`config.mk`:
```
export PLATFORM = sky130hd
export DESIGN_NAME = clhm_merge
export DESIGN_NICKNAME = d
export VERILOG_FILES = /design/src/hw/rtl/clhm_pkg.sv /design/src/hw/rtl/clhm_merge.sv
export SDC_FILE = /design/constraint.sdc
export NUM_CORES = 1
export LEC_CHECK = 0
export ABC_AREA = 1
export BUFFER_PORTS_ARGS = -buffer_cell sky130_fd_sc_hd__buf_4
export CAP_MARGIN = 20
export CORE_ASPECT_RATIO = 0.75
export CORE_MARGIN = 8
export CORE_UTILIZATION = 45
export DETAILED_ROUTE_END_ITERATION = 7
export PLACE_DENSITY = 0.64
export SLEW_MARGIN = 20
export SYNTH_ARGS = -nofsm -noshare
export SYNTH_HDL_FRONTEND = slang
export SYNTH_SLANG_ARGS = --single-unit
```
`constraint.sdc`:
```
create_clock -name clk -period 11.9 [get_ports clk]
set_input_delay 2.38 -clock clk [delete_from_list [all_inputs] [get_ports clk]]
set_output_delay 2.38 -clock clk [all_outputs]
set_load 0.01 [all_outputs]
```
`src/hw/rtl/clhm_pkg.sv`:
```
package clhm_pkg;

  localparam int NCAT = 4;
  localparam int IDX_IDLE = 3;
  localparam int CNT_W = 64;
  localparam int SHARE_W = 14;
  localparam int PROD_W = CNT_W + SHARE_W;
  localparam int STEP_W = $clog2(SHARE_W);
  localparam int PCT_W = 8;

  localparam logic [SHARE_W-1:0] BP_FULL = 14'd10000;
  localparam logic [SHARE_W-1:0] BP_PER_PCT = 14'd100;
  localparam logic [PCT_W-1:0] PCT_MIN_LO = 8'd1;
  localparam logic [PCT_W-1:0] PCT_MIN_HI = 8'd99;
  localparam logic [PCT_W-1:0] PCT_REC_HI = 8'd100;

  localparam int COOL_SAMPLES = 3;
  localparam int COOL_W = $clog2(COOL_SAMPLES + 1);

  localparam int CFG_IDX_W = 2;
  localparam logic [CFG_IDX_W-1:0] REG_IDLE_MIN = 2'd0;
  localparam logic [CFG_IDX_W-1:0] REG_IDLE_RECOVER = 2'd1;
  localparam logic [PCT_W-1:0] IDLE_MIN_RESET = 8'd20;
  localparam logic [PCT_W-1:0] IDLE_RECOVER_RESET = 8'd40;

  typedef logic [NCAT-1:0][SHARE_W-1:0] share_vec_t;
  typedef logic [NCAT-1:0][CNT_W-1:0] cnt_vec_t;

  typedef struct packed {
    logic             cpu_is_online;
    logic [CNT_W-1:0] total_time;
    logic [CNT_W-1:0] system_time;
    logic [CNT_W-1:0] softirq_time;
    logic [CNT_W-1:0] irq_time;
    logic [CNT_W-1:0] idle_time;
  } in_word_t;

  typedef struct packed {
    logic [SHARE_W-1:0] system_share_now;
    logic [SHARE_W-1:0] system_share_avg;
    logic [SHARE_W-1:0] softirq_share_now;
    logic [SHARE_W-1:0] softirq_share_avg;
    logic [SHARE_W-1:0] irq_share_now;
    logic [SHARE_W-1:0] irq_share_avg;
    logic [SHARE_W-1:0] idle_share_now;
    logic [SHARE_W-1:0] idle_share_avg;
    logic               core_blocked;
  } out_word_t;

  typedef struct packed {
    logic update;
    logic offline;
  } merge_ctl_t;

endpackage

```
`src/hw/rtl/clhm_merge.sv`:
```
module clhm_merge
  import clhm_pkg::*;
(
  input  logic             clk,
  input  logic             rst,
  input  merge_ctl_t       ctl,
  input  share_vec_t       share_new,
  input  logic [PCT_W-1:0] floor_pct,
  input  logic [PCT_W-1:0] release_pct,
  output share_vec_t       share_now,
  output share_vec_t       share_avg,
  output logic             blocked,
  output logic [COOL_W-1:0] cool
);

  share_vec_t         avg_new;
  logic [PCT_W-1:0]   minp;
  logic [PCT_W-1:0]   rec_lo;
  logic [PCT_W-1:0]   recp;
  logic [SHARE_W-1:0] min_bp;
  logic [SHARE_W-1:0] rec_bp;
  logic               low;
  logic               recovered;
  logic [COOL_W-1:0]  cool_inc;
  logic [SHARE_W+1:0] wsum [NCAT];

  // (3*old + new) / 4, or new when old is zero
  always_comb begin
    for (int i = 0; i < NCAT; i++) begin
      wsum[i] = {2'b00, share_avg[i]} + {1'b0, share_avg[i], 1'b0} +
                {2'b00, share_new[i]};
      avg_new[i] = (share_avg[i] != '0) ? wsum[i][SHARE_W+1:2] : share_new[i];
    end
  end

  always_comb begin
    minp = floor_pct;
    if (minp < PCT_MIN_LO) minp = PCT_MIN_LO;
    if (minp > PCT_MIN_HI) minp = PCT_MIN_HI;
    rec_lo = minp + 1'b1;
    recp = release_pct;
    if (recp < rec_lo) recp = rec_lo;
    if (recp > PCT_REC_HI) recp = PCT_REC_HI;
    min_bp = {{(SHARE_W-PCT_W){1'b0}}, minp} * BP_PER_PCT;
    rec_bp = {{(SHARE_W-PCT_W){1'b0}}, recp} * BP_PER_PCT;
  end

  assign low       = (share_new[IDX_IDLE] < min_bp) || (avg_new[IDX_IDLE] < min_bp);
  assign recovered = (share_new[IDX_IDLE] >= rec_bp) && (avg_new[IDX_IDLE] >= rec_bp);
  assign cool_inc  = cool + 1'b1;

  always_ff @(posedge clk) begin
    if (rst) begin
      for (int i = 0; i < NCAT; i++) begin
        share_now[i] <= (i == IDX_IDLE) ? BP_FULL : '0;
        share_avg[i] <= (i == IDX_IDLE) ? BP_FULL : '0;
      end
      blocked <= 1'b0;
      cool    <= '0;
    end else if (ctl.update) begin
      if (ctl.offline) begin
        blocked <= 1'b1;
        cool    <= '0;
      end else begin
        share_now <= share_new;
        share_avg <= avg_new;
        if (low) begin
          blocked <= 1'b1;
          cool    <= '0;
        end else if (blocked) begin
          if (recovered) begin
            if (cool_inc >= COOL_W'(COOL_SAMPLES)) begin
              blocked <= 1'b0;
              cool    <= '0;
            end else begin
              cool <= cool_inc;
            end
          end else begin
            cool <= '0;
          end
        end
      end
    end
  end

endmodule

```
==> results.cfg, run 1 <==
[setup_path]
worst_ep_arrival_time_ns = 9.04
start_kind = primary input
slowest_delay_ns = 0.52
crit_type = in -> reg
cp-startpoint = floor_pct[4]
path_common_cell = nand2_1
cp_max_fo = 9
required_ns = 12.26
cpMaxStageDelayCell = fa_1
r2r-start = share_avg[42]$_SDFFE_PP0P_
end_kind = flip-flop

[power_and_ir_drop]
switching_share_pct = 48.0
pwr-share-seq_pct = 18.5
comb_power_share_pct = 63.7
p_int_mw = 1.56
power_mw = 3.00
p_per_area_nw_per_um2 = 229
power.share.clock_pct = 17.7
p_switching_mw = 1.44
p_leak_nw = 6.56
peakVddDrop_mv = 0.111

[clocking]
cts_resized = 0
cts_max_path_buffers = 2
cts_tree = yes
clk_pin_slew_worst_paths_ns = 0.06
clock_sinks = 115
cts_setup_buffers = 0
worstSkewPairLatency_ns = 0.43
numCtsBuffers = 17
cts_hold_buf = 0
root_buffer = clkbuf_16
h-tree-depth = 4

[hold_path]
hp-start = share_now[51]$_SDFFE_PP1P_
hold_class = reg -> reg

[sta]
finClkSkew_ns = 0.00874
maxSlewViolCount = 0
worst_pin_slew_ns = 0.783
min_period_over_period_pct = 72.9
setup_viol = 0
fin_tns_setup_ns = 0
worst_hold_slack_ns = 0.475
max_clock_freq_mhz = 115
worst_slew_margin_rel_pct = 47.7
rsz0062_at_grt = false
finalHoldViolations = 0
period_needed_ns = 8.68

[routing]
drc_errors = 0
wl_per_cell_um = 16.7
antenna_left = 0
wirelength_um = 32500
drt_first_pass_iters = 5
num_vias = 10280
viasPerCell = 5.29
first_iter_violations = 668

[grt]
gr-usage-all-layers_pct = 22.3
antenna_found_initial = 0
grt_max_degree = 100
grt_pass1_vias = 9923
gr-total-overflow = 0
grt_pass1_wl_um = 52500

[die]
dieHeight_um = 150
die_x_um = 195
row_count = 49
io_pins = 191
dieArea_um2 = 29200
coreArea_um2 = 23800
initial_core_util_pct = 45.3

[cells_and_area]
n_fill_cell = 2321
nets = 1913
postLayoutCoreUtil_pct = 55.0
final_common_cell = nand2_1
final_cells = 1945
area_growth_pct = 21.3
layout_common_cells = 283 x nand2_1, 192 x buf_4, 153 x inv_1, 149 x ha_1, 145 x nor2_1
antenna_cells = 0
drive_gt1_share_pct = 15.9

[synth]
synth-simple-area-share_pct = 21.4
synth-seq-area-share_pct = 21.3
yosys.cell_types.count = 44
synth.mux.area_fraction_pct = 0
syn-instance-count = 1456
synthAdderAreaFrac_pct = 28.8
ys_top_cells_by_area = dfxtp_1 21%, ha_1 17%, fa_1 12%
yosys_most_used_dff = dfxtp_1
synth-seq-cells = 115
syn-mean-instance-area_um2 = 7.41
synth-edff-count = 0
yosys.area.top_type = dfxtp_1
synth_area_um2 = 10800
synth-compound-area-share_pct = 16.8
synth-xor-area-share_pct = 4.47
synth_top_cell_area_share_pct = 21.3
synth_top_family_by_area = adder cells
ys_warn_count = 0
synthArstFlopShare_pct = 0

[place]
io_buffers = 190
post-dp-hpwl_um = 25400
gp_congestion = 0.880
dp_cells = 1912

[status]
status = finished clean

[job]
cap_violations = 0
[power groups by stage]
stage	combinational (mW)	sequential (mW)	clock, mW
final	1.91	0.555	0.532
after CTS	1.90	0.557	0.542
after global routing	2.19	0.571	0.558
after detailed placement	1.88	0.564	0
after global placement	1.86	0.562	0
after floorplan	1.37	0.570	0
[cell families (layout without fill, tap and decap cells)]
| logic type | count (synthesis) | after routing |
|---|---|---|
| buffers and inverters | 203 | 384 |
| AND/OR/NAND/NOR | 548 | 548 |
| XOR/XNOR | 55 | 55 |
| flip-flops | 115 | 115 |
| AO/OA/AOI/OAI | 322 | 322 |
| other | 2 | 4 |
| adder cells (fa/ha/maj) | 211 | 211 |
[metal layers]
metal / routed length [um] / part of all wire [%] / vias up / GRT usage, %
li1: - / - / 5224 / -
met2: 13400 / 41 / 259 / 33.5
met3: 2320 / 7.2 / 27 / 5.69
met5: 0 / 0 / - / 0
met1: 16400 / 51 / 4770 / 32.0
met4: 267 / 0.82 / 0 / 3.86
[metrics by stage]
stage	setup slack, ns	cell area, um2
2_1_floorplan	3.70	10800
6_report	3.22	13100
4_1_cts	3.30	13100
3_5_place_dp	2.86	12500
5_1_grt	2.70	13100
3_3_place_gp	3.09	12500
[cells in the mapped netlist (2+ instances only)]
cell type  instances
and2_0             3
clkbuf_1          43
a31oi_1            9
conb_1             2
o21ai_0          103
or4_1              3
a21oi_1          132
xnor2_1           27
ha_1             149
a21boi_0           2
or2_2              7
nor3_1            10
a211oi_1           4
o211ai_1          40
nand2_4            2
o21bai_1           6
nand2_1          284
inv_1            153
o21ai_2            3
dfxtp_1          115
nand3b_1           6
o21ai_1           11
fa_1              62
a21o_1             5
nand2_2            5
nor2_2             6
xor2_1            28
nor2_1           145
nand4_1           14
nand3_1           55
nor4_1             6
inv_2              4
[critical path, delay by kind of cell]
kind / cells / cell delay (ns)
buffers and inverters: 7 / 0.51
AOI/OAI and AO/OA: 7 / 1.38
adders and majority gates: 6 / 2.02
and+or+nand+nor: 23 / 2.35
xor gates and xnor gates: 2 / 0.39
[path summary, 6_finish.rpt]
| check | endpoint | slack [ns] | cells past startpoint |
|---|---|---|---|
| worst max register to register | cool[1]$_SDFFE_PP0P_ | 7.35 | 21 |
| worst min register to register | share_now[51]$_SDFFE_PP1P_ | 0.47 | 2 |
| worst max-delay path | blocked$_SDFFE_PP0P_ | 3.22 | 45 |
| worst min-delay path | share_now[51]$_SDFFE_PP1P_ | 0.47 | 2 |
[flip-flops by register name (all words and copies together) (netlist names)]
register,flops
share_now,56
blocked,1
cool,2
share_avg,56
[layout make-up]
type | instances | area [um2] | share of cell area (%)
flip-flops and latches | 115 | 2300 | 17.6
clock buffers | 20 | 467 | 3.57
repair buffers | 193 | 1470 | 11.2
well taps | 306 | 383 | 2.93
inverters | 159 | 602 | 4.60
multi-input cells | 1140 | 7730 | 59.1
clock inverters | 12 | 130 | 0.995
Note: power is estimated with default switching activity, not from simulation.
==> inputs of run 2 (changes only) <==
Settings changed: PLACE_DENSITY 0.64 to 0.67.
Clock period 11.9 ns to 7 ns, I/O delays scaled along.
==> run 2 against run 1 <==
  * Final area increased by 7.5%
  * Non-clock buffer count is 69 higher
  * Utilization increased by 4.1 points
  * Highest routed layer unchanged
  * The run now ends with negative setup slack left
  * Clock-buffer cell count fell by 2
  * Clock skew is 0.0020 ns lower
  * Largest power group unchanged
==> results.cfg, run 2 (synthesized netlist as in run 1, its figures left out) <==
[status]
status = finished, violations left
violations = negative setup slack

[clocking]
cts_max_path_buffers = 2
cts_tree = yes
numCtsBuffers = 17
clk_pin_slew_worst_paths_ns = 0.06
worstSkewPairLatency_ns = 0.43
root_buffer = clkbuf_16
h-tree-depth = 4
cts_hold_buf = 0
clock_sinks = 115

[job]
cap_violations = 0

[cells_and_area]
n_fill_cell = 2202
area_growth_pct = 30.4
nets = 1983
postLayoutCoreUtil_pct = 59.1
layout_common_cells = 273 x nand2_1, 259 x buf_4, 146 x inv_1, 138 x nor2_1, 137 x ha_1
largestRegisters = share_avg (56), share_now (56), cool (2)
antenna_cells = 0
final_common_cell = nand2_1
drive_gt1_share_pct = 22.6
fin_area_um2 = 14100

[sta]
period_needed_ns = 7.07
fin_tns_setup_ns = -0.155
maxSlewViolCount = 0
setup_viol = 3
layout_setup_ws_ns = -0.0673
min_period_over_period_pct = 101
rsz0062_at_grt = true
finalHoldViolations = 0
worst_slew_margin_rel_pct = 45.4
worst_pin_slew_ns = 0.818
finClkSkew_ns = 0.00678
max_clock_freq_mhz = 141

[routing]
wl_per_cell_um = 16.4
wirelength_um = 33100
num_vias = 10547
drc_errors = 0
viasPerCell = 5.24
drt_first_pass_iters = 5
first_iter_violations = 596
antenna_left = 0

[die]
coreArea_um2 = 23800
row_count = 49
initial_core_util_pct = 45.3
dieArea_um2 = 29200
io_pins = 191
dieHeight_um = 150
die_x_um = 195

[grt]
grt_pass1_vias = 10102
grt_pass1_wl_um = 52900
antenna_found_initial = 0
gr-total-overflow = 0
gr-usage-all-layers_pct = 22.2
grt_max_degree = 107

[power_and_ir_drop]
pwr-share-seq_pct = 17.7
p_int_mw = 2.86
p_leak_nw = 6.98
comb_power_share_pct = 64.0
peakVddDrop_mv = 0.205
p_switching_mw = 2.46
switching_share_pct = 46.3
p_per_area_nw_per_um2 = 379
power.share.clock_pct = 18.2

[setup_path]
end_kind = flip-flop
critPathBufInv = 5
required_ns = 7.31
crit_type = in -> reg
cpMaxStageDelayCell = ha_1
slowest_delay_ns = 0.34
start_kind = primary input
cp_max_fo = 5
critPathTopFamily = adder cells
path_common_cell = nand2_1
worst_ep_arrival_time_ns = 7.38

[place]
place_ws_ns = -0.507
io_buffers = 190
post-dp-hpwl_um = 25400
gp_congestion = 0.871
placed_cell_area_um2 = 12900

[hold_path]
hold_class = reg -> reg
[run 2: changes by cell type in the layout (fill, tap and decap cells not counted), sizes merged]
cell	previous run	this run
bufinv	2	5
buf	193	262
inv	160	159
clkinvlp	5	4
nand2	291	292
clkbuf	20	18
[run 2: power by group through the flow]
stage          clock network [mW]  registers, mW  logic, mW
2_1_floorplan                   0          0.970       2.33
3_3_place_gp                    0          0.955       3.19
3_5_place_dp                    0          0.958       3.26
4_1_cts                     0.990          0.945       3.29
5_1_grt                      1.02          0.968       3.88
6_report                    0.971          0.944       3.41
[run 2: layer usage]
layer	up-vias	share of wire, %	global-route usage [%]
met5	-	0	0
met4	0	1.1	4.61
met3	22	7.0	5.91
met2	255	43	33.6
met1	4925	49	31.4
li1	5345	-	-
[run 2: area by class of cell]
cell class,instances,area [um2],share of cell area (%)
Sequential cell,115,2300,16.4
Inverter,159,619,4.40
Multi-Input combinational cell,1141,8130,57.8
Clock inverter,13,208,1.48
Clock buffer,18,439,3.12
Tap cell,306,383,2.72
Timing Repair Buffer,262,1980,14.1
[run 2: worst min-delay path: stages (launching register included)]
cell and delay [ns]:
dfxtp_1 0.32, nand2_1 0.05, nand3_1 0.06
[run 2: repair_timing]
item | in CTS | in global routing
cloned | 0 | 1
setup endpoints to repair | 3 | 3
pin swaps | 1 | 43
buffers inserted | 0 | 11
gates resized for setup | 1 | 80
[run 2: worst paths after layout]
path / from / endpoint / slack [ns] / cells after the start
hold reg to reg: share_now[51]$_SDFFE_PP1P_ / share_now[51]$_SDFFE_PP1P_ / 0.47 / 2
setup / recovery: floor_pct[2] / blocked$_SDFFE_PP0P_ / -0.07 / 42
hold / removal: share_now[51]$_SDFFE_PP1P_ / share_now[51]$_SDFFE_PP1P_ / 0.47 / 2
setup reg to reg: share_avg[43]$_SDFFE_PP0P_ / cool[1]$_SDFFE_PP0P_ / 2.35 / 21
[run 2: through the flow]
stage / std cells / power [mW] / hold slack [ns]
finish: 2014 / 5.33 / 0.467
global route: 2014 / 5.87 / 0.509
CTS: 2002 / 5.23 / 0.473
detailed placement: 1971 / 4.22 / 0.458
global placement: 1971 / 4.15 / 0.453
floorplan: 1458 / 3.30 / 0.501
==> inputs of run 3 (changes only) <==
--- a/config.mk
+++ b/config.mk
@@ -6,5 +6,5 @@
 export NUM_CORES = 1
 export LEC_CHECK = 0
-export ABC_AREA = 1
+export ABC_AREA = 0
 export BUFFER_PORTS_ARGS = -buffer_cell sky130_fd_sc_hd__buf_4
 export CAP_MARGIN = 20
==> constraint.sdc (replaced) <==
create_clock -name clk -period 7 [get_ports clk]
set_input_delay 1.4 -clock clk [delete_from_list [all_inputs] [get_ports clk]]
set_output_delay 1.4 -clock clk [all_outputs]
set_load 0.1 [all_outputs]
==> run 3 against run 2 <==
  * The flow still finishes with violations (negative setup slack)
  * Wire length decreased by 4.3%
  * Clock-buffer cell count grew 1
  * Largest cell class unchanged
  * Final cell count shrank 7.5%
  * Largest power group unchanged
  * First-iteration DRC count shrank 7.0%
  * Worst setup slack got worse by 0.91 ns
==> results.cfg, run 3 <==
[sta]
setup_viol = 3
finalHoldViolations = 0
rsz0062_at_grt = true
min_period_over_period_pct = 114
period_needed_ns = 7.97
max_clock_freq_mhz = 125
worst_slew_margin_rel_pct = 44.6
maxSlewViolCount = 0
layout_setup_ws_ns = -0.974
finClkSkew_ns = 0.00684
worst_pin_slew_ns = 0.829
worst_hold_slack_ns = 0.455

[clocking]
h-tree-depth = 4
clock_sinks = 115
cts_max_path_buffers = 2
cts_hold_buf = 0
worstSkewPairLatency_ns = 0.42
root_buffer = clkbuf_16
cts_tree = yes
numCtsBuffers = 17
clk_pin_slew_worst_paths_ns = 0.06

[power_and_ir_drop]
p_leak_nw = 6.41
power.share.clock_pct = 21.9
p_switching_mw = 2.03
peakVddDrop_mv = 0.183
switching_share_pct = 45.4
pwr-share-seq_pct = 17.9
p_int_mw = 2.45
comb_power_share_pct = 60.3
p_per_area_nw_per_um2 = 325

[synth]
synth-seq-cells = 115
yosys.cell_types.count = 67
syn-mean-instance-area_um2 = 8.19
synth_commonest_cells = 211 x nand2_1, 149 x ha_1, 130 x a21oi_1
syn-instance-count = 1300
synthArstFlopShare_pct = 0
synth-edff-count = 0
synth_top_cell_area_share_pct = 21.6
yosys_most_used_dff = dfxtp_1
yosysMostFrequentCell = nand2_1
ys_top_cells_by_area = dfxtp_1 22%, ha_1 18%, fa_1 12%
ys_warn_count = 0
synth_area_um2 = 10600
synth-seq-area-share_pct = 21.6
yosys.area.top_type = dfxtp_1

[grt]
antenna_found_initial = 0
gr-total-overflow = 0
grt_pass1_vias = 10111
grt_pass1_wl_um = 52000
grt_max_degree = 69
gr-usage-all-layers_pct = 21.8

[die]
coreArea_um2 = 23100
initial_core_util_pct = 46.0
row_count = 48
dieHeight_um = 149
io_pins = 191
die_x_um = 194
dieArea_um2 = 28900

[setup_path]
start_kind = primary input
worst_ep_arrival_time_ns = 8.28
required_ns = 7.30
slowest_delay_ns = 0.50
ff2ff_setup_slack_ns = 1.78
cpMaxStageDelayCell = fa_1
end_kind = flip-flop
crit_type = in -> reg
cp_max_fo = 7

[place]
dp_cells = 1820
io_buffers = 190
post-dp-hpwl_um = 24500
gp_congestion = 0.891

[routing]
viasPerCell = 5.48
first_iter_violations = 554
drc_errors = 0
wl_per_cell_um = 17.0
drt_first_pass_iters = 5
wirelength_um = 31700
antenna_left = 0
num_vias = 10210

[status]
status = finished, violations left
violations = negative setup slack

[cells_and_area]
final_common_cell = buf_4
largestRegisters = share_avg (56), share_now (56), cool (2)
antenna_cells = 0
area_growth_pct = 29.6
final_cells = 1863
drive_gt1_share_pct = 22.7
layout_common_cells = 274 x buf_4, 209 x nand2_1, 140 x ha_1, 128 x a21oi_1, 115 x dfxtp_1
nets = 1837

[job]
cap_violations = 0

[hold_path]
hold_class = reg -> reg
==> run 3: power groups by stage <==
stage | clock, mW | combinational (mW) | sequential, mW
after floorplan | 0 | 1.54 | 1.20
after global placement | 0 | 2.58 | 0.813
after detailed placement | 0 | 2.64 | 0.815
after CTS | 0.996 | 2.68 | 0.802
after global routing | 1.02 | 3.01 | 0.814
final | 0.980 | 2.70 | 0.801
==> run 3: metrics by stage <==
stage	cell area (um2)	TNS [ns]	utilization (%)	worst slack (ns)	power (mW)
2_1_floorplan	10700	-3.66	-	-1.31	2.74
3_3_place_gp	13000	-4.13	56.0	-1.46	3.40
3_5_place_dp	13000	-4.57	56.0	-1.60	3.45
4_1_cts	13800	-2.89	59.5	-0.978	4.48
5_1_grt	13800	-3.67	59.6	-1.24	4.84
6_report	13800	-2.89	59.6	-0.974	4.48
==> run 3: final cells by class <==
cell class,count,area (um2)
timing repair buffer,280,2140
inverter,65,244
tap,300,375
fill,2072,9330
multi-input combinational,1071,8070
clock inverter,13,206
clock buffer,19,453
sequential,115,2300
==> run 3: timing repair <==
action / CTS / global route
setup buffers: 10 / 1
pin swaps: 14 / 5
gates resized for setup: 15 / 3
setup endpoints to repair: 3 / 3
==> run 3: logic make-up after synthesis <==
group / share of synthesized area, %
other cells: 0.0706
flops: 21.6
simple gates: 20.1
fa+ha+maj: 29.4
compound gates: 19.0
mux: 1.02
xor+xnor: 4.61
buf+inv: 4.19
==> run 3: per-layer routing <==
metal / share of wire (%) / vias to the layer above / GRT usage (%)
met1: 49 / 4787 / 30.1
li1: - / 5100 / -
met2: 42 / 291 / 33.6
met3: 7.0 / 32 / 5.39
met5: 0 / - / 0
met4: 1.6 / 0 / 5.76
==> run 3: critical path, delay by kind of cell <==
| kind | cells | cell delay (ns) |
|---|---|---|
| multiplexers | 1 | 0.34 |
| adder cells (fa/ha/maj) | 6 | 1.71 |
| buffers and inverters | 6 | 0.52 |
| XOR/XNOR | 2 | 0.23 |
| AO/OA/AOI/OAI | 15 | 2.89 |
| AND/OR/NAND/NOR | 7 | 1.18 |
==> run 3: path summary, 6_finish.rpt <==
kind	cells after the start	from	endpoint
worst min-delay path	2	share_now[37]$_SDFFE_PP0P_	share_now[37]$_SDFFE_PP0P_
worst max-delay path	37	floor_pct[4]	blocked$_SDFFE_PP0P_
worst max register to register	21	share_avg[45]$_SDFFE_PP0P_	cool[0]$_SDFFE_PP0P_
worst min register to register	2	share_now[37]$_SDFFE_PP0P_	share_now[37]$_SDFFE_PP0P_
