[src/hw/rtl/clhm_pkg.sv]
package clhm_pkg;

  localparam int NCAT = 4;
  localparam int IDX_IDLE = 3;
  localparam int CNT_W = 64;
  localparam int SHARE_W = 14;
  localparam int PROD_W = CNT_W + SHARE_W;
  localparam int STEP_W = $clog2(SHARE_W);
  localparam int PCT_W = 8;

  localparam logic [SHARE_W-1:0] BP_FULL = 14'd10000;
  localparam logic [SHARE_W-1:0] BP_PER_PCT = 14'd100;
  localparam logic [PCT_W-1:0] PCT_MIN_LO = 8'd1;
  localparam logic [PCT_W-1:0] PCT_MIN_HI = 8'd99;
  localparam logic [PCT_W-1:0] PCT_REC_HI = 8'd100;

  localparam int COOL_SAMPLES = 3;
  localparam int COOL_W = $clog2(COOL_SAMPLES + 1);

  localparam int CFG_IDX_W = 2;
  localparam logic [CFG_IDX_W-1:0] REG_IDLE_MIN = 2'd0;
  localparam logic [CFG_IDX_W-1:0] REG_IDLE_RECOVER = 2'd1;
  localparam logic [PCT_W-1:0] IDLE_MIN_RESET = 8'd20;
  localparam logic [PCT_W-1:0] IDLE_RECOVER_RESET = 8'd40;

  typedef logic [NCAT-1:0][SHARE_W-1:0] share_vec_t;
  typedef logic [NCAT-1:0][CNT_W-1:0] cnt_vec_t;

  typedef struct packed {
    logic             cpu_is_online;
    logic [CNT_W-1:0] total_time;
    logic [CNT_W-1:0] system_time;
    logic [CNT_W-1:0] softirq_time;
    logic [CNT_W-1:0] irq_time;
    logic [CNT_W-1:0] idle_time;
  } in_word_t;

  typedef struct packed {
    logic [SHARE_W-1:0] system_share_now;
    logic [SHARE_W-1:0] system_share_avg;
    logic [SHARE_W-1:0] softirq_share_now;
    logic [SHARE_W-1:0] softirq_share_avg;
    logic [SHARE_W-1:0] irq_share_now;
    logic [SHARE_W-1:0] irq_share_avg;
    logic [SHARE_W-1:0] idle_share_now;
    logic [SHARE_W-1:0] idle_share_avg;
    logic               core_blocked;
  } out_word_t;

  typedef struct packed {
    logic update;
    logic offline;
  } merge_ctl_t;

endpackage

[src/hw/rtl/clhm_lane.sv]
module clhm_lane
  import clhm_pkg::*;
(
  input  logic               clk,
  input  logic               rst,
  input  logic               start,
  input  logic [CNT_W-1:0]   d,
  input  logic [CNT_W-1:0]   dt,
  output logic               done,
  output logic [SHARE_W-1:0] share
);

  logic               busy;
  logic               div_phase;
  logic [STEP_W-1:0]  cnt;
  logic               sat;
  logic [CNT_W-1:0]   dv;
  logic [CNT_W-1:0]   dtv;
  logic [PROD_W-1:0]  n;
  logic [CNT_W-1:0]   r;
  logic [SHARE_W-1:0] lo;
  logic [SHARE_W-1:0] q;

  logic               last;
  logic [STEP_W-1:0]  bit_sel;
  logic [PROD_W-1:0]  mul_sum;
  logic [CNT_W:0]     trial;
  logic [CNT_W:0]     diff;
  logic               ge;

  assign last    = (cnt == STEP_W'(SHARE_W - 1));
  assign bit_sel = STEP_W'(SHARE_W - 1) - cnt;

  // d * 10000 built msb first, one bit of the constant per cycle
  assign mul_sum = {n[PROD_W-2:0], 1'b0} +
                   (BP_FULL[bit_sel] ? {{SHARE_W{1'b0}}, dv} : {PROD_W{1'b0}});

  // restoring step: remainder stays below dt, quotient fits 14 bits
  assign trial = {r, lo[SHARE_W-1]};
  assign ge    = (trial >= {1'b0, dtv});
  assign diff  = trial - {1'b0, dtv};

  always_ff @(posedge clk) begin
    if (rst) begin
      busy      <= 1'b0;
      div_phase <= 1'b0;
      cnt       <= '0;
      done      <= 1'b0;
    end else begin
      done <= 1'b0;
      if (start) begin
        busy      <= 1'b1;
        div_phase <= 1'b0;
        cnt       <= '0;
      end else if (busy) begin
        if (last) begin
          cnt <= '0;
          if (div_phase) begin
            busy <= 1'b0;
            done <= 1'b1;
          end
          div_phase <= ~div_phase;
        end else begin
          cnt <= cnt + 1'b1;
        end
      end
    end
  end

  always_ff @(posedge clk) begin
    if (start) begin
      dv  <= d;
      dtv <= dt;
      sat <= (d >= dt);
      n   <= '0;
    end else if (busy && !div_phase) begin
      n <= mul_sum;
      if (last) begin
        r  <= mul_sum[PROD_W-1:SHARE_W];
        lo <= mul_sum[SHARE_W-1:0];
      end
    end else if (busy) begin
      r  <= ge ? diff[CNT_W-1:0] : trial[CNT_W-1:0];
      lo <= {lo[SHARE_W-2:0], 1'b0};
      q  <= {q[SHARE_W-2:0], ge};
    end
  end

  assign share = sat ? BP_FULL : q;

endmodule

[config.mk]
export PLATFORM = sky130hd
export DESIGN_NAME = clhm_lane
export DESIGN_NICKNAME = d
export VERILOG_FILES = /design/src/hw/rtl/clhm_pkg.sv /design/src/hw/rtl/clhm_lane.sv
export SDC_FILE = /design/constraint.sdc
export NUM_CORES = 1
export LEC_CHECK = 0
export ABC_AREA = 1
export BUFFER_PORTS_ARGS = -buffer_cell sky130_fd_sc_hd__buf_2
export CORE_MARGIN = 1.5
export CORE_UTILIZATION = 25
export CTS_CLUSTER_SIZE = 24
export DETAILED_ROUTE_END_ITERATION = 10
export GPL_TIMING_DRIVEN = 1
export MAX_ROUTING_LAYER = met4
export PLACE_DENSITY = 0.46
export SYNTH_ARGS = -nofsm -noshare
export SYNTH_HDL_FRONTEND = slang
export SYNTH_SLANG_ARGS = --single-unit
[constraint.sdc]
create_clock -name clk -period 12.2 [get_ports clk]
set_input_delay 0 -clock clk [delete_from_list [all_inputs] [get_ports clk]]
set_output_delay 0 -clock clk [all_outputs]
set_load 0.05 [all_outputs]
==> summary.log, run 1 <==
qor: run_status.status finished clean
qor: worst_setup_path.startpoint_type flip-flop
qor: worst_setup_path.crit_path_top_delay_cell sky130_fd_sc_hd__o21ai_0
qor: min_path.min-delay-start rst
qor: min_path.hold-path-cell-count 3
qor: clock_network.worst_setup_hold_path_clk_slew 0.06 ns
qor: synth.syn_nets 4,201
qor: worst_setup_path.crit_path_end_kind flip-flop
qor: synth.postSynthRegisterBits 305
qor: global_route.pin_count_of_the_biggest_net_entering_global_routing 73
qor: sta.min_period 4.733 ns
qor: power_and_ir_drop.leakage 15.19 nW
qor: sta.worstMarginPinSlew 1.010 ns
qor: worst_setup_path.crit_chain inv_1 > ha_1 > nor2_1 > a21oi_1 > a21oi_1 > inv_2 > buf_4 > nor2_1 > ha_1 > nand2_1 > inv_1 > a21oi_1 > o21ai_0 > a21oi_1 > nand2_1 > o21ai_0 > o21ai_1
qor: power_and_ir_drop.cellPowerDensity 112.6 nW/µm²
qor: floorplan.row_count 116
qor: sta.rsz0062_at_grt false
qor: floorplan.initial_core_util 0.2518
qor: worst_setup_path.critical_path.n_buffers_inverters 4
qor: job.max-cap-violations 0
qor: placed_design.preCtsSetupSlack 7.649 ns
qor: min_path.hold_class in2reg
qor: sta.setup_total_neg_slack 0 ns
qor: clock_network.clockRootBuffer sky130_fd_sc_hd__clkbuf_16
qor: worst_setup_path.timing.rr.start cnt[1]$_SDFFE_PP0P_
qor: synth.synth_flop_cell sky130_fd_sc_hd__edfxtp_1
qor: clock_network.ctsLongestPathBuffers 3
qor: min_path.worst_hold_path_endpoint busy$_SDFF_PP0_
qor: floorplan.design.core.area 99,860 µm²
qor: sta.timing.final.crit_share 0.3879
qor: sta.max_freq 0.2113 GHz
qor: power_and_ir_drop.peak_supply_drop 0.08709 mV
qor: sta.final_hold_viol_count 0
qor: clock_network.cts_inserted_buffers 40
qor: synth.avgSynthCellArea 6.495 µm²
qor: worst_setup_path.reg2reg_setup_slack 7.47 ns
qor: synth.synth_warnings 0
qor: drt.route.antenna.remaining_nets 0
qor: clock_network.worstSkewPairLatency 0.62 ns
qor: worst_setup_path.critical_path.reg2reg.endpoint r[27]$_DFFE_PP_
qor: synth.synth.cell_area 25,140 µm²
qor: placed_design.place_congestion 0.9617
qor: worst_setup_path.biggest_fanout_along_the_worst_timing_path 40
qor: clock_network.tritoncts done
qor: worst_setup_path.arrival 5.04 ns
qor: synth.netlist_instances 3,871
qor: global_route.grt_antenna_before_repair 5
qor: layout.area_delta_synth_final 18.89%
qor: worst_setup_path.cp_slowest_stage_delay 0.74 ns
qor: global_route.grt_remaining_overflow 0
qor: worst_setup_path.r2r_cells 17
qor: drt.detailedRoute.firstIterationViolations 1,983
qor: global_route.global_router_s_overall_resource_usage 0.2078
qor: floorplan.die-height 320.1 µm
qor: drt.detail_route.drc_violations 0
qor: sta.final_critical_path_setup_slack 7.467 ns
qor: synth.count_of_flip_flops_with_a_built_in_enable_after_synthesis 221
qor: drt.routedWlPerCell 19.20 µm
qor: clock_network.cts_setup_buffers 0
qor: worst_setup_path.critical_path.startpoint cnt[1]$_SDFFE_PP0P_
qor: synth.postSynth.asyncResetShare 0
qor: floorplan.total_die_area 102,500 µm²
qor: global_route.number_of_global_route_vias_before_repair 24,130
qor: sta.finalSetupViolations 0
qor: layout.final_nets 4,472
qor: floorplan.pin_count 146
qor: worst_setup_path.critPathKind reg2reg
qor: synth.synth_cell_type_count 47
qor: sta.slew_viol_final 0
qor: worst_setup_path.path_delay_family compound AO/OA/AOI/OAI gates
qor: drt.drt_pass1_iterations 6
qor: floorplan.floorplan.die.width 320.1 µm
qor: clock_network.cts_resized 0
qor: layout.proportion_of_layout_cells_with_a_drive_suffix_above_1 0.06496
qor: placed_design.port_buffers 145
qor: global_route.global_route_wire_length_before_repair 153,100 µm
qor: clock_network.cts.sinks 305
qor: worst_setup_path.cp_common_cell sky130_fd_sc_hd__a21oi_1
qor: sta.finalClockSkew 0.04624 ns
qor: clock_network.number_of_h_tree_levels 2
qor: drt.vias 24,950
qor: drt.drt_wl_total 105,000 µm
qor: placed_design.detailed_place_hpwl 85,800 µm
qor: drt.avgViaCountPerCell 4.559
qor: sta.max-slew-margin-rel 0.3264
qor: synth.synth_seq_area_share 0.3308
qor: worst_setup_path.required 12.51 ns
-- cells by family (layout without fill, tap and decap cells) --
logic type | Yosys count | after routing | share of synthesized area
AND/OR/NAND/NOR | 2047 | 2047 | 0.3354
buffers and inverters | 851 | 1152 | 0.1295
AO/OA/AOI/OAI | 427 | 427 | 0.08993
flip-flops | 305 | 305 | 0.3308
adder cells (fa/ha/maj) | 199 | 199 | 0.09963
XOR/XNOR | 42 | 42 | 0.01463
other | 0 | 2 | 0
-- sequential cells by signal (all words and copies together), names as in the netlist --
signal	flops
q	14
lo	14
n	77
dtv	64
r	64
dv	64
busy	1
div_phase	1
sat	1
cnt	4
done	1
-- Yosys cell counts (4+ instances only) --
master,instances,area share
sky130_fd_sc_hd__a21oi_1,277,0.055
sky130_fd_sc_hd__and2_1,4,0.0010
sky130_fd_sc_hd__buf_1,5,0.00075
sky130_fd_sc_hd__buf_6,5,0.0022
sky130_fd_sc_hd__clkbuf_1,44,0.0066
sky130_fd_sc_hd__dfxtp_1,84,0.067
sky130_fd_sc_hd__edfxtp_1,221,0.26
sky130_fd_sc_hd__ha_1,197,0.098
sky130_fd_sc_hd__inv_1,778,0.12
sky130_fd_sc_hd__inv_2,15,0.0022
sky130_fd_sc_hd__nand2_1,1324,0.20
sky130_fd_sc_hd__nand2_2,6,0.0015
sky130_fd_sc_hd__nand3_1,221,0.044
sky130_fd_sc_hd__nand3b_1,54,0.016
sky130_fd_sc_hd__nand4_1,20,0.0050
sky130_fd_sc_hd__nor2_1,335,0.050
sky130_fd_sc_hd__nor2_2,15,0.0037
sky130_fd_sc_hd__nor3_1,38,0.0076
sky130_fd_sc_hd__nor4_1,12,0.0030
sky130_fd_sc_hd__o21a_1,7,0.0021
sky130_fd_sc_hd__o21ai_0,93,0.019
sky130_fd_sc_hd__o21ai_1,12,0.0024
sky130_fd_sc_hd__o21bai_1,21,0.0063
sky130_fd_sc_hd__or2_2,7,0.0017
sky130_fd_sc_hd__xnor2_1,37,0.013
sky130_fd_sc_hd__xor2_1,5,0.0017
-- cell type report --
| type | count | area (µm²) |
|---|---|---|
| fillers | 11140 | 69960 |
| multi-input cells | 2715 | 13590 |
| flip-flops and latches | 305 | 8318 |
| inverters | 793 | 2982 |
| repair buffers | 287 | 2126 |
| well taps | 1298 | 1624 |
| clock buffers | 49 | 1045 |
| clock inverters | 23 | 206.4 |
| diodes | 2 | 5.005 |
-- routing by layer --
metal,track usage,vias up,share of wire
li1,-,12670,-
met1,0.2822,11480,0.48
met2,0.3201,643,0.44
met3,0.02223,156,0.048
met4,0.07193,0,0.036
met5,-,-,0
-- layout by cell type (no fill, tap or decap), types with 4 or more instances in the layout --
cell type / instances
sky130_fd_sc_hd__clkinv_1: 7
sky130_fd_sc_hd__o21bai_1: 21
sky130_fd_sc_hd__o21ai_1: 12
sky130_fd_sc_hd__nor4_1: 12
sky130_fd_sc_hd__xor2_1: 5
sky130_fd_sc_hd__nand2_1: 1324
sky130_fd_sc_hd__inv_2: 15
sky130_fd_sc_hd__nand3b_1: 54
sky130_fd_sc_hd__inv_1: 777
sky130_fd_sc_hd__nor2_2: 15
sky130_fd_sc_hd__clkinv_2: 6
sky130_fd_sc_hd__edfxtp_1: 221
sky130_fd_sc_hd__nand4_1: 20
sky130_fd_sc_hd__nand2_2: 6
sky130_fd_sc_hd__inv_6: 4
sky130_fd_sc_hd__a21oi_1: 276
sky130_fd_sc_hd__o21a_1: 7
sky130_fd_sc_hd__or2_2: 7
sky130_fd_sc_hd__buf_4: 12
sky130_fd_sc_hd__xnor2_1: 37
sky130_fd_sc_hd__dfxtp_1: 84
sky130_fd_sc_hd__nand3_1: 221
sky130_fd_sc_hd__clkbuf_16: 40
sky130_fd_sc_hd__nor3_1: 38
sky130_fd_sc_hd__nor2_1: 334
sky130_fd_sc_hd__ha_1: 197
sky130_fd_sc_hd__buf_2: 144
sky130_fd_sc_hd__and2_1: 4
sky130_fd_sc_hd__o21ai_0: 93
sky130_fd_sc_hd__clkbuf_1: 8
sky130_fd_sc_hd__dlygate4sd3_1: 130
-- worst reg2reg max path: stages, from the launching register on --
cell and delay, ns:
sky130_fd_sc_hd__dfxtp_1 0.42, sky130_fd_sc_hd__inv_1 0.09, sky130_fd_sc_hd__ha_1 0.32, sky130_fd_sc_hd__nor2_1 0.05
sky130_fd_sc_hd__a21oi_1 0.11, sky130_fd_sc_hd__a21oi_1 0.10, sky130_fd_sc_hd__inv_2 0.34, sky130_fd_sc_hd__buf_4 0.53
sky130_fd_sc_hd__nor2_1 0.17, sky130_fd_sc_hd__ha_1 0.38, sky130_fd_sc_hd__nand2_1 0.12, sky130_fd_sc_hd__inv_1 0.06
sky130_fd_sc_hd__a21oi_1 0.26, sky130_fd_sc_hd__o21ai_0 0.21, sky130_fd_sc_hd__a21oi_1 0.16, sky130_fd_sc_hd__nand2_1 0.24
sky130_fd_sc_hd__o21ai_0 0.74, sky130_fd_sc_hd__o21ai_1 0.13
-- where the power goes --
group	internal (W)	switching [W]
sequential	0.00119	0.0000355
combinational	0.000303	0.000669
clock	0.000657	0.000514
total	0.00215	0.00122
-- worst max path at each step --
stage | slack (ns) | cells past startpoint | to
after floorplan | 6.98 | 6 | lo[0]$_SDFFCE_PN0P_
after global placement | 7.65 | 20 | r[54]$_DFFE_PP_
after detailed placement | 7.65 | 17 | r[27]$_DFFE_PP_
after CTS | 7.61 | 20 | r[54]$_DFFE_PP_
after global routing | 7.30 | 20 | r[48]$_DFFE_PP_
final | 7.47 | 17 | r[27]$_DFFE_PP_
-- stage by stage --
stage               cells  power, W  cell area, µm²  hold slack, ns  utilization
floorplan            3871  0.001826           25140         0.06907            -
global placement     5268  0.002175           27330          0.1936       0.2737
detailed placement   5268  0.002171           27330          0.1989       0.2737
CTS                  5470  0.003387           29890          0.1005       0.2993
global route         5472  0.003540           29890          0.1327       0.2993
finish               5472  0.003365           29890          0.1268       0.2993
-- timing repair --
item                                    4_1_cts  5_1_grt
endpoints found under the hold margin       166        0
hold buffers                                130        0
endpoints found under the setup margin        0        0
No activity file was read; power rests on OpenSTA's default activity.
==> run 2: changes to the inputs <==
- clock period: 12.2 -> 4.58 ns (I/O delays scaled with it)
==> summary.log, run 2 (synthesis gave the netlist of run 1 again) <==
qor: placed_design.port_buffers 145 [unchanged]
qor: clock_network.number_of_h_tree_levels 2 [unchanged]
qor: drt.vias 25,020 [+0.28%]
qor: sta.slew_viol_final 0 [unchanged]
qor: sta.min_period 4.232 ns [-0.5010 ns]
qor: worst_setup_path.crit_path_end_kind flip-flop
qor: sta.worstMarginPinSlew 1.099 ns [+0.08883 ns]
qor: drt.route.antenna.remaining_nets 0 [unchanged]
qor: job.max-cap-violations 0 [unchanged]
qor: global_route.grt_remaining_overflow 0 [unchanged]
qor: global_route.number_of_global_route_vias_before_repair 24,030 [-0.41%]
qor: placed_design.place_congestion 0.9560 [-0.59%]
qor: global_route.grt_antenna_before_repair 2 [-3]
qor: worst_setup_path.r2r_cells 19 [+2]
qor: clock_network.ctsLongestPathBuffers 3 [unchanged]
qor: clock_network.tritoncts done
qor: drt.avgViaCountPerCell 4.552 [-0.14%]
qor: clock_network.worst_setup_hold_path_clk_slew 0.06 ns [about the same]
qor: layout.regMostFlops n
qor: worst_setup_path.critPathKind reg2reg
qor: min_path.hold_class in2reg
qor: floorplan.total_die_area 102,500 µm² [unchanged]
qor: floorplan.floorplan.die.width 320.1 µm [unchanged]
qor: sta.setup_total_neg_slack 0 ns [unchanged]
qor: sta.finalSetupViolations 0 [unchanged]
qor: sta.timing.final.crit_share 0.9240 [+0.5361]
qor: drt.drt_pass1_iterations 6 [unchanged]
qor: placed_design.detailed_place_hpwl 85,850 µm [about the same]
qor: power_and_ir_drop.leakage 15.31 nW [+0.79%]
qor: layout.proportion_of_layout_cells_with_a_drive_suffix_above_1 0.07126 [+0.006301]
qor: global_route.pin_count_of_the_biggest_net_entering_global_routing 117 [+60%]
qor: sta.finalClockSkew 0.02011 ns [-0.02613 ns]
qor: drt.detailedRoute.firstIterationViolations 1,881 [-5.1%]
qor: layout.most_frequent_cells_in_the_layout 1,324 x sky130_fd_sc_hd__nand2_1, 777 x sky130_fd_sc_hd__inv_1, 333 x sky130_fd_sc_hd__nor2_1, 276 x sky130_fd_sc_hd__a21oi_1
qor: clock_network.worstSkewPairLatency 0.59 ns [-0.03 ns]
qor: sta.max-slew-margin-rel 0.2604 [-0.06598]
qor: floorplan.initial_core_util 0.2518 [unchanged]
qor: power_and_ir_drop.peak_supply_drop 0.2183 mV [+150%]
qor: clock_network.clockRootBuffer sky130_fd_sc_hd__clkbuf_16
qor: worst_setup_path.biggest_fanout_along_the_worst_timing_path 35 [-13%]
qor: min_path.hold-path-cell-count 3 [unchanged]
qor: worst_setup_path.arrival 4.53 ns [-0.51 ns]
qor: worst_setup_path.reg2reg_setup_slack 0.35 ns [-7.12 ns]
qor: power_and_ir_drop.cellPowerDensity 297.6 nW/µm² [+160%]
qor: run_status.status finished clean
qor: worst_setup_path.startpoint_type flip-flop
qor: sta.final_hold_viol_count 0 [unchanged]
qor: floorplan.row_count 116 [unchanged]
qor: floorplan.pin_count 146 [unchanged]
qor: drt.drt_wl_total 104,100 µm [-0.92%]
qor: layout.largest_register_ffs 77 [unchanged]
qor: clock_network.cts.sinks 305 [unchanged]
qor: clock_network.cts_inserted_buffers 39 [-2.5%]
qor: layout.area_delta_synth_final 19.86%
qor: drt.routedWlPerCell 18.94 µm [-1.3%]
qor: layout.final_nets 4,495 [+0.51%]
qor: floorplan.die-height 320.1 µm [unchanged]
qor: global_route.global_router_s_overall_resource_usage 0.2054 [-0.002329]
qor: layout.layout.cells.most_common sky130_fd_sc_hd__nand2_1
qor: drt.detail_route.drc_violations 0 [unchanged]
qor: sta.worst_hold_slack 0.1378 ns [+0.01101 ns]
qor: global_route.global_route_wire_length_before_repair 152,500 µm [-0.34%]
qor: sta.rsz0062_at_grt false
qor: worst_setup_path.required 4.88 ns [-7.63 ns]
qor: sta.max_freq 0.2363 GHz [+12%]
qor: floorplan.design.core.area 99,860 µm² [unchanged]
-- run 2: cell types whose count changed in the layout (fill, tap and decap cells not counted), moves of 2 or more --
| cell | previous run | this run |
|---|---|---|
| sky130_fd_sc_hd__clkinv_2 | 6 | 4 |
| sky130_fd_sc_hd__clkbuf_1 | 8 | 12 |
| sky130_fd_sc_hd__o21ai_1 | 12 | 15 |
| sky130_fd_sc_hd__o21ai_0 | 93 | 89 |
| sky130_fd_sc_hd__buf_4 | 12 | 32 |
| sky130_fd_sc_hd__buf_12 | 0 | 4 |
| sky130_fd_sc_hd__clkinv_1 | 7 | 2 |
| sky130_fd_sc_hd__clkinvlp_4 | 1 | 4 |
-- run 2: critical path, stage by stage (launching register included) --
cell and delay [ns]:
sky130_fd_sc_hd__dfxtp_1 0.42, sky130_fd_sc_hd__inv_1 0.09, sky130_fd_sc_hd__ha_1 0.32, sky130_fd_sc_hd__nor2_1 0.12, sky130_fd_sc_hd__a21oi_1 0.05, sky130_fd_sc_hd__a21oi_1 0.21
sky130_fd_sc_hd__inv_2 0.12, sky130_fd_sc_hd__buf_12 0.18, sky130_fd_sc_hd__nor2_1 0.17, sky130_fd_sc_hd__ha_1 0.33, sky130_fd_sc_hd__nand2_1 0.12, sky130_fd_sc_hd__nand3_1 0.19
sky130_fd_sc_hd__nand2_1 0.11, sky130_fd_sc_hd__nand2_1 0.16, sky130_fd_sc_hd__nand2_1 0.10, sky130_fd_sc_hd__nand3_1 0.20, sky130_fd_sc_hd__nand2_1 0.12, sky130_fd_sc_hd__nand2_1 0.17
sky130_fd_sc_hd__o21ai_0 0.61, sky130_fd_sc_hd__o21ai_1 0.14
-- run 2: layout make-up --
cell class / count / area [µm²]
Fill cell: 11150 / 69720
Timing Repair Buffer: 311 / 2356
Antenna cell: 1 / 2.502
Clock inverter: 19 / 207.7
Tap cell: 1298 / 1624
Clock buffer: 53 / 1049
Inverter: 793 / 2982
Sequential cell: 305 / 8318
Multi-Input combinational cell: 2715 / 13600
-- run 2: final timing paths --
path                      to                start
min reg2reg  q[11]$_DFFE_PP_      q[10]$_DFFE_PP_
max reg2reg  r[24]$_DFFE_PP_  cnt[1]$_SDFFE_PP0P_
max          r[24]$_DFFE_PP_  cnt[1]$_SDFFE_PP0P_
min          busy$_SDFF_PP0_                  rst
-- run 2: per-layer routing --
layer | part of all wire | routed length, µm | track usage
met2 | 0.45 | 47190 | 0.3262
met4 | 0.022 | 2315 | 0.04908
met3 | 0.048 | 4977 | 0.02406
met1 | 0.48 | 49590 | 0.2781
met5 | 0 | 0 | -
-- run 2: metrics by stage --
step                      power (W)  setup WS [ns]    util  cells  cell area (µm²)
final                      0.008967         0.3481  0.3018   5495            30140
after global routing       0.009479       0.006374  0.3018   5495            30140
after CTS                  0.009057        0.02647  0.3016   5493            30110
after detailed placement   0.005809        0.07283  0.2760   5291            27560
after global placement     0.005817        0.05206  0.2760   5291            27560
after floorplan            0.004865         0.9626       -   3871            25150
-- run 2: what timing repair did --
item | 4_1_cts | 5_1_grt
setup endpoints to repair | 0 | 6
endpoints found under the hold margin | 180 | 0
resized for setup | 0 | 7
setup buffers | 0 | 1
hold buffers | 130 | 0
-- run 2: power breakdown --
| group | leakage, nW | internal [W] | switching [W] |
|---|---|---|---|
| sequential | 2.78 | 0.00316 | 0.0000919 |
| clock | 0.597 | 0.00175 | 0.00135 |
| combinational | 11.9 | 0.000834 | 0.00178 |
| total | 15.3 | 0.00574 | 0.00322 |
